**src/hw/rtl/entity_handle_allocator_mask_table_core_assert.svh**
```systemverilog
// Assertion macros for the handle allocator core.
// Used by ehamt_ctrl; depends on nothing. Empty bodies when SYNTH is defined.
`ifndef ENTITY_HANDLE_ALLOCATOR_MASK_TABLE_CORE_ASSERT_SVH
`define ENTITY_HANDLE_ALLOCATOR_MASK_TABLE_CORE_ASSERT_SVH

`ifndef SYNTH
// expr must hold at every clock edge out of reset
`define EHAMT_ASSERT_ALWAYS(label, clk, rst, expr) \
   label: assert property (@(posedge clk) disable iff (rst) (expr)) \
      else $error("ehamt assertion failed");
// ante implies cons in the same cycle
`define EHAMT_ASSERT_IMPLIES(label, clk, rst, ante, cons) \
   label: assert property (@(posedge clk) disable iff (rst) (ante) |-> (cons)) \
      else $error("ehamt assertion failed");
// ante implies cons in the next cycle
`define EHAMT_ASSERT_NEXT(label, clk, rst, ante, cons) \
   label: assert property (@(posedge clk) disable iff (rst) (ante) |=> (cons)) \
      else $error("ehamt assertion failed");
`else
`define EHAMT_ASSERT_ALWAYS(label, clk, rst, expr)
`define EHAMT_ASSERT_IMPLIES(label, clk, rst, ante, cons)
`define EHAMT_ASSERT_NEXT(label, clk, rst, ante, cons)
`endif

`endif

```
**src/hw/rtl/ehamt_pkg.sv**
```systemverilog
// Shared constants, codes and memory request types of the handle allocator.
// No dependencies.
`default_nettype none
package ehamt_pkg;

   localparam int EntityCapacity = 1024;
   localparam int ComponentKinds = 32;

   localparam int ENTITY_W = 10;                        // handle field width
   localparam int COMP_W   = 5;                         // component field width
   localparam int CMD_W    = 3;
   localparam int STATUS_W = 2;
   localparam int MASK_W   = 32;
   localparam int COUNT_W  = 6;                         // registered_count width
   localparam int ADDR_W   = $clog2(EntityCapacity);    // table / stack index
   localparam int DEPTH_W  = $clog2(EntityCapacity + 1);
   localparam int CSR_IDX_W  = 1;
   localparam int CSR_DATA_W = 32;
   localparam int REQ_DATA_W = 24;
   localparam int RSP_DATA_W = 16;

   typedef enum logic [CMD_W-1:0] {
      CMD_CREATE  = 3'd0,
      CMD_DESTROY = 3'd1,
      CMD_ADD     = 3'd2,
      CMD_REMOVE  = 3'd3,
      CMD_HAS     = 3'd4
   } cmd_type;

   typedef enum logic [STATUS_W-1:0] {
      ST_OK            = 2'd0,
      ST_BAD_ENTITY    = 2'd1,
      ST_BAD_COMPONENT = 2'd2,
      ST_FULL          = 2'd3
   } status_type;

   localparam logic [CSR_IDX_W-1:0] CSR_REG_MASK  = 1'b0;
   localparam logic [CSR_IDX_W-1:0] CSR_REG_COUNT = 1'b1;

   // one table entry: live flag above the component mask
   typedef struct packed {
      logic              live;
      logic [MASK_W-1:0] mask;
   } mask_word_type;

   typedef struct packed {
      logic              re;
      logic [ADDR_W-1:0] raddr;
      logic              we;
      logic [ADDR_W-1:0] waddr;
      mask_word_type     wdata;
   } mask_req_type;

   typedef struct packed {
      logic                re;
      logic [ADDR_W-1:0]   raddr;
      logic                we;
      logic [ADDR_W-1:0]   waddr;
      logic [ADDR_W-1:0]   wdata;
   } stack_req_type;

endpackage
`default_nettype wire

```
**src/hw/rtl/ehamt_ctrl.sv**
```systemverilog
// Command sequencer: issues table and stack reads, checks, writes back,
// and holds the result register. Depends on ehamt_pkg and the assert header.
`default_nettype none
`include "entity_handle_allocator_mask_table_core_assert.svh"
module ehamt_ctrl (
   input  wire logic                             clock,
   input  wire logic                             reset,
   input  wire logic                             req_valid,
   output logic                                  req_ready,
   input  wire logic [ehamt_pkg::CMD_W-1:0]      req_cmd,
   input  wire logic [ehamt_pkg::ENTITY_W-1:0]   req_entity,
   input  wire logic [ehamt_pkg::COMP_W-1:0]     req_component,
   output logic                                  rsp_valid,
   input  wire logic                             rsp_ready,
   output logic [ehamt_pkg::ENTITY_W-1:0]        rsp_handle,
   output logic                                  rsp_present,
   output logic [ehamt_pkg::STATUS_W-1:0]        rsp_status,
   input  wire logic                             csr_we,
   input  wire logic [ehamt_pkg::CSR_IDX_W-1:0]  csr_addr,
   input  wire logic [ehamt_pkg::CSR_DATA_W-1:0] csr_wdata,
   output ehamt_pkg::mask_req_type               mask_req,
   input  wire ehamt_pkg::mask_word_type         mask_rdata,
   output ehamt_pkg::stack_req_type              stack_req,
   input  wire logic [ehamt_pkg::ADDR_W-1:0]     stack_rdata
);
   import ehamt_pkg::*;

   typedef enum logic {S_IDLE, S_EXEC} state_type;

   state_type             state_ff, state_in;
   logic [CMD_W-1:0]      cmd_ff;
   logic [ENTITY_W-1:0]   ent_ff;
   logic [COMP_W-1:0]     comp_ff;
   logic [DEPTH_W-1:0]    depth_ff, depth_in;
   logic [DEPTH_W-1:0]    hw_ff, hw_in;
   logic [MASK_W-1:0]     reg_mask_ff;
   logic [COUNT_W-1:0]    reg_count_ff;
   logic                  rsp_valid_ff, rsp_valid_in;
   logic [ENTITY_W-1:0]   rsp_handle_ff, rsp_handle_in;
   logic                  rsp_present_ff, rsp_present_in;
   status_type            rsp_status_ff, rsp_status_in;

   logic                  accept;
   logic                  done;
   logic                  entity_ok;
   logic                  comp_ok;
   logic [MASK_W-1:0]     bit_sel;
   logic [MASK_W-1:0]     new_mask;
   logic [DEPTH_W-1:0]    depth_dec;

   assign req_ready = (state_ff == S_IDLE);
   assign accept    = req_valid & req_ready;
   // result slot free (or being emptied) lets the command retire
   assign done      = (state_ff == S_EXEC) & (~rsp_valid_ff | rsp_ready);
   assign depth_dec = depth_ff - DEPTH_W'(1);

   assign entity_ok = (DEPTH_W'(ent_ff) < hw_ff) & mask_rdata.live;
   assign comp_ok   = (COUNT_W'(comp_ff) < reg_count_ff)
                    & ((COMP_W + 1)'(comp_ff) < (COMP_W + 1)'(ComponentKinds))
                    & reg_mask_ff[comp_ff];
   assign bit_sel   = MASK_W'(1) << comp_ff;

   always_comb begin
      // reads go out on the accept edge; data is in place during S_EXEC
      mask_req.re     = accept;
      mask_req.raddr  = ADDR_W'(req_entity);
      stack_req.re    = accept;
      stack_req.raddr = ADDR_W'(depth_dec);

      state_in        = state_ff;
      depth_in        = depth_ff;
      hw_in           = hw_ff;
      rsp_valid_in    = rsp_valid_ff & ~rsp_ready;
      rsp_handle_in   = rsp_handle_ff;
      rsp_present_in  = rsp_present_ff;
      rsp_status_in   = rsp_status_ff;
      mask_req.we     = 1'b0;
      mask_req.waddr  = ADDR_W'(ent_ff);
      mask_req.wdata  = '0;
      stack_req.we    = 1'b0;
      stack_req.waddr = ADDR_W'(depth_ff);
      stack_req.wdata = ADDR_W'(ent_ff);
      new_mask        = mask_rdata.mask;

      if (accept) begin
         state_in = S_EXEC;
      end

      if (done) begin
         state_in       = S_IDLE;
         rsp_valid_in   = 1'b1;
         rsp_handle_in  = ent_ff;
         rsp_present_in = 1'b0;
         rsp_status_in  = ST_OK;
         case (cmd_ff)
            CMD_CREATE: begin
               if (depth_ff != '0) begin
                  depth_in             = depth_dec;
                  mask_req.we          = 1'b1;
                  mask_req.waddr       = stack_rdata;
                  mask_req.wdata.live  = 1'b1;
                  rsp_handle_in        = ENTITY_W'(stack_rdata);
               end else if (hw_ff < DEPTH_W'(EntityCapacity)) begin
                  hw_in                = hw_ff + DEPTH_W'(1);
                  mask_req.we          = 1'b1;
                  mask_req.waddr       = ADDR_W'(hw_ff);
                  mask_req.wdata.live  = 1'b1;
                  rsp_handle_in        = ENTITY_W'(hw_ff);
               end else begin
                  rsp_handle_in        = '0;
                  rsp_status_in        = ST_FULL;
               end
            end
            CMD_DESTROY: begin
               if (!entity_ok) begin
                  rsp_status_in = ST_BAD_ENTITY;
               end else begin
                  if (depth_ff < DEPTH_W'(EntityCapacity)) begin
                     stack_req.we = 1'b1;
                     depth_in     = depth_ff + DEPTH_W'(1);
                  end
                  mask_req.we = 1'b1;   // live and mask both cleared
               end
            end
            CMD_ADD, CMD_REMOVE, CMD_HAS: begin
               if (!entity_ok) begin
                  rsp_status_in = ST_BAD_ENTITY;
               end else if (!comp_ok) begin
                  rsp_status_in = ST_BAD_COMPONENT;
               end else begin
                  if (cmd_ff == CMD_ADD) begin
                     new_mask = mask_rdata.mask | bit_sel;
                  end else if (cmd_ff == CMD_REMOVE) begin
                     new_mask = mask_rdata.mask & ~bit_sel;
                  end
                  mask_req.we         = (cmd_ff != CMD_HAS);
                  mask_req.wdata.live = 1'b1;
                  mask_req.wdata.mask = new_mask;
                  rsp_present_in      = new_mask[comp_ff];
               end
            end
            default: begin
               rsp_status_in = ST_BAD_ENTITY;
            end
         endcase
      end
   end

   always_ff @(posedge clock) begin
      if (reset) begin
         state_ff     <= S_IDLE;
         depth_ff     <= '0;
         hw_ff        <= '0;
         reg_mask_ff  <= '0;
         reg_count_ff <= '0;
         rsp_valid_ff <= 1'b0;
      end else begin
         state_ff     <= state_in;
         depth_ff     <= depth_in;
         hw_ff        <= hw_in;
         rsp_valid_ff <= rsp_valid_in;
         if (csr_we) begin
            unique case (csr_addr)
               CSR_REG_MASK:  reg_mask_ff  <= csr_wdata;
               CSR_REG_COUNT: reg_count_ff <= csr_wdata[COUNT_W-1:0];
            endcase
         end
      end
      if (accept) begin
         cmd_ff  <= req_cmd;
         ent_ff  <= req_entity;
         comp_ff <= req_component;
      end
      rsp_handle_ff  <= rsp_handle_in;
      rsp_present_ff <= rsp_present_in;
      rsp_status_ff  <= rsp_status_in;
   end

   assign rsp_valid   = rsp_valid_ff;
   assign rsp_handle  = rsp_handle_ff;
   assign rsp_present = rsp_present_ff;
   assign rsp_status  = rsp_status_ff;

   // every freed handle was taken below the high-water mark
   `EHAMT_ASSERT_ALWAYS(a_depth_le_hw, clock, reset, depth_ff <= hw_ff)
   `EHAMT_ASSERT_ALWAYS(a_hw_le_cap, clock, reset, hw_ff <= DEPTH_W'(EntityCapacity))
   `EHAMT_ASSERT_IMPLIES(a_write_in_exec, clock, reset,
      mask_req.we || stack_req.we, done)
   `EHAMT_ASSERT_NEXT(a_accept_exec, clock, reset, accept, state_ff == S_EXEC)
   `EHAMT_ASSERT_IMPLIES(a_rsp_from_exec, clock, reset,
      $rose(rsp_valid_ff), $past(state_ff == S_EXEC))

endmodule
`default_nettype wire

```
**config.mk**
```make
export PLATFORM = sky130hd
export DESIGN_NAME = ehamt_ctrl
export DESIGN_NICKNAME = d
export VERILOG_FILES = /design/src/hw/rtl/ehamt_pkg.sv /design/src/hw/rtl/ehamt_ctrl.sv
export VERILOG_INCLUDE_DIRS = /design/src /design/src/hw/rtl
export SDC_FILE = /design/constraint.sdc
export NUM_CORES = 1
export LEC_CHECK = 0
export ABC_AREA = 1
export ABC_CLOCK_PERIOD_IN_PS = 2900
export BUFFER_PORTS_ARGS = -buffer_cell sky130_fd_sc_hd__buf_2
export CAP_MARGIN = 15
export CORE_MARGIN = 4
export CORE_UTILIZATION = 52
export CTS_BUF_LIST = sky130_fd_sc_hd__clkbuf_8 sky130_fd_sc_hd__clkbuf_16
export CTS_CLUSTER_SIZE = 14
export DETAILED_ROUTE_END_ITERATION = 8
export PLACE_DENSITY = 0.81
export SYNTH_ARGS = -nofsm -noshare
export SYNTH_HDL_FRONTEND = slang
export SYNTH_SLANG_ARGS = --single-unit
```
**constraint.sdc**
```tcl
create_clock -name clock -period 2.9 [get_ports clock]
set_clock_uncertainty 0.1 [all_clocks]
set_input_delay 0.145 -clock clock [delete_from_list [all_inputs] [get_ports clock]]
set_output_delay 0.145 -clock clock [all_outputs]
set_load 0.02 [all_outputs]
```
==> summary.txt <==
status: completed
setup violators final: 0
Register Area: 0.00217 mm^2
Die Height: 118 um
fin cells: 1,340
Sw Share: 33.5%
worst vdd ir: 0.347 mV
Area growth, synth to finish: 31.5%
syn nets: 1,079
critical path type: flop to output pin
Yosys reg bits: 93
largest net degree at the start of global routing: 50
synthesized cell area: 0.00625 mm^2
clk root buf: clkbuf_16
clock slew at reported path FFs: 70 ps
final hold vios: 0
initial antenna violation count: 1
IO Count: 201
placed cell count: 1,261
fin nets: 1,306
CP startpoint kind: flop
worst min path class: primary input to flop
most common flop cell mapped by yosys: dfxtp_1
Power per Cell Area: 435 mW/mm^2
crit path capture type: output pin
wire per inst: 14.4 um
clock tree buffer depth: 2
EDFF count, synth: 31
Port Buffers: 200
post-synth top area cell: dfxtp_1
Post-DP HPWL: 13.3 mm
clock network power share: 34.2%
most frequent cells in the layout: 202 x nand2_1, 197 x nor2_1, 194 x buf_2, 105 x o21ai_0, 102 x inv_1
Final period util: 96.9%
Psw: 1.20 mW
DRT iter0 DRCs: 766
commonest non-fill, non-tap cell in the layout: nand2_1
WP data required: 2650 ps
residual DRC count: 0
vias after detailed routing: 7,060
Post-synth ARST share: 0%
Multi-input gate area: 0.00341 mm^2
Area contributors post-synth: dfxtp_1 20%, edfxtp_1 15%, nand2_1 12%, nor2_1 12%, o21ai_0 9.0%
Final Power: 3.57 mW
H-tree Lvls: 3
first-pass GRT wire length: 30.2 mm
TritonCTS clock tree: done
placed cell areas: 0.00718 mm^2
min Tclk post-route: 2810 ps
cells after synthesis: 964
drt total wl: 19.3 mm
combinational share of power: 24.5%
Highest Clock Rate: 0.356 GHz
Distinct cells, synth: 44
Starting Density: 53.8%
LEAKAGE: 4.03 nW
CTS buffer count: 9
chip width: 118 um
sequential group share of total power: 41.4%
grt total ovfl: 0
drt first pass iters: 6
Site Rows: 39
Core Area: 0.0116 mm^2
Slew Limit Headroom: 37.3%
post-synthesis area per instance: 6.48 um^2
Skew-Pair Late Insertion Delay: 340 ps
Pint: 2.38 mW
Num Clock Sinks: 93
total of max-cap violations: 0
post-synth top area share: 19.9%
gr usage total: 26.0%
Crit path arrival time: 2570 ps
yosys warns: 0
Critical Path Fanout Max: 16
Post-Layout Inst Area: 0.00822 mm^2
GP Congestion: 0.940
unrepaired setup endpoints after global routing: true
fraction of layout cells with a size suffix above 1: 24.2%
post-synthesis sequential area ratio: 34.8%
vias in the first global route: 6,214
Fillers: 986
Antenna Violating Nets Remaining: 0
worst-margin pin slew: 940 ps
vias per cell: 5.27
die area: 0.0138 mm^2
max-slew violations: 0
## cells by family after synthesis
logic type               synth area share (%)
AND/OR/NAND/NOR                          34.0
flip-flops                               34.8
buffers and inverters                    12.7
AO/OA/AOI/OAI                            13.9
adder cells (fa/ha/maj)                  3.20
XOR/XNOR                                 1.54
## synth_stat cells (3+ instances only)
master,n
clkbuf_1,26
buf_2,7
o22ai_1,3
ha_1,16
buf_6,5
edfxtp_1,31
nor2_1,202
nor3_1,13
dfxtp_1,62
a21oi_1,33
nor2_2,14
nand2_2,4
and2_1,4
buf_4,26
o21ai_0,112
xor2_1,10
inv_2,3
nor4_1,3
nand3_1,42
inv_1,103
o21ai_1,6
nand4_1,6
nand2_1,205
## worst max-delay path, stage by stage, from the launching register on
cell and delay (ps):
edfxtp_1 510, nor2_2 280, clkinvlp_4 230, nor2_1 120, nor2_1 50, nand3b_1 90
nand3_1 80, nand3_1 90, nand2_2 90, nand2_2 100, nor2_4 40, buf_4 150
nand2_8 140, nand2_1 60, buf_2 170
## routing by layer
metal	vias up	global-route usage (%)	wire, um
met1	3175	33.9	8190
met5	-	0	0
met2	331	43.7	9140
met4	0	8.72	569
met3	48	4.66	1450
li1	3506	-	-
## path summary, 6_finish.rpt
| kind | from | endpoint | slack, ps | cells past startpoint |
|---|---|---|---|---|
| worst min register to register | reg_count_ff[4] | reg_count_ff[4] | 370 | 2 |
| worst min-delay path | reset | depth_ff[0] | 30 | 2 |
| worst max register to register | comp_ff[4] | rsp_present | 440 | 12 |
| worst max-delay path | comp_ff[1] | mask_req[32] | 90 | 14 |
## power by group through the flow
stage               combinational, mW  sequential (mW)  clock, mW
detailed placement              0.765             1.51          0
finish                          0.875             1.48       1.22
floorplan                       0.512             1.51          0
global placement                0.760             1.50          0
global route                    0.962             1.49       1.29
CTS                             0.825             1.48       1.23
## through the flow
stage               hold WS [ps]  setup slack, ps  utilization [%]  setup TNS (ps)
finish                      27.8             90.0             70.7               0
global route                30.6            -48.0             70.7            -724
CTS                         6.75             3.55             69.1               0
detailed placement           223              257             61.9               0
global placement             223              383             61.9               0
floorplan                    144              404                -               0
## registers in the layout, summed over array words and instances (netlist names)
signal        flops
ent_ff           10
depth_ff         11
rsp_present       1
state_ff          1
rsp_valid         1
comp_ff           5
rsp_handle       10
hw_ff            11
reg_count_ff      6
cmd_ff            3
rsp_status        2
reg_mask_ff      32
## final cells by class
type,count,share of cell area [%]
diodes,1,0.0305
clock buffers,9,2.74
clock inverters,7,1.02
inverters,108,4.95
multi-input cells,700,41.5
flip-flops and latches,93,26.5
well taps,143,2.18
repair buffers,278,21.1
repair inverters,1,0.0914
## repair_timing
item,in CTS,in global routing
pin swaps,0,3
buffers inserted,0,8
setup endpoints to repair,33,43
hold endpoints to repair,54,0
hold buffers,52,0
gates resized for setup,3,34
gates cloned,0,2
Note: power is estimated with default switching activity, not from simulation.
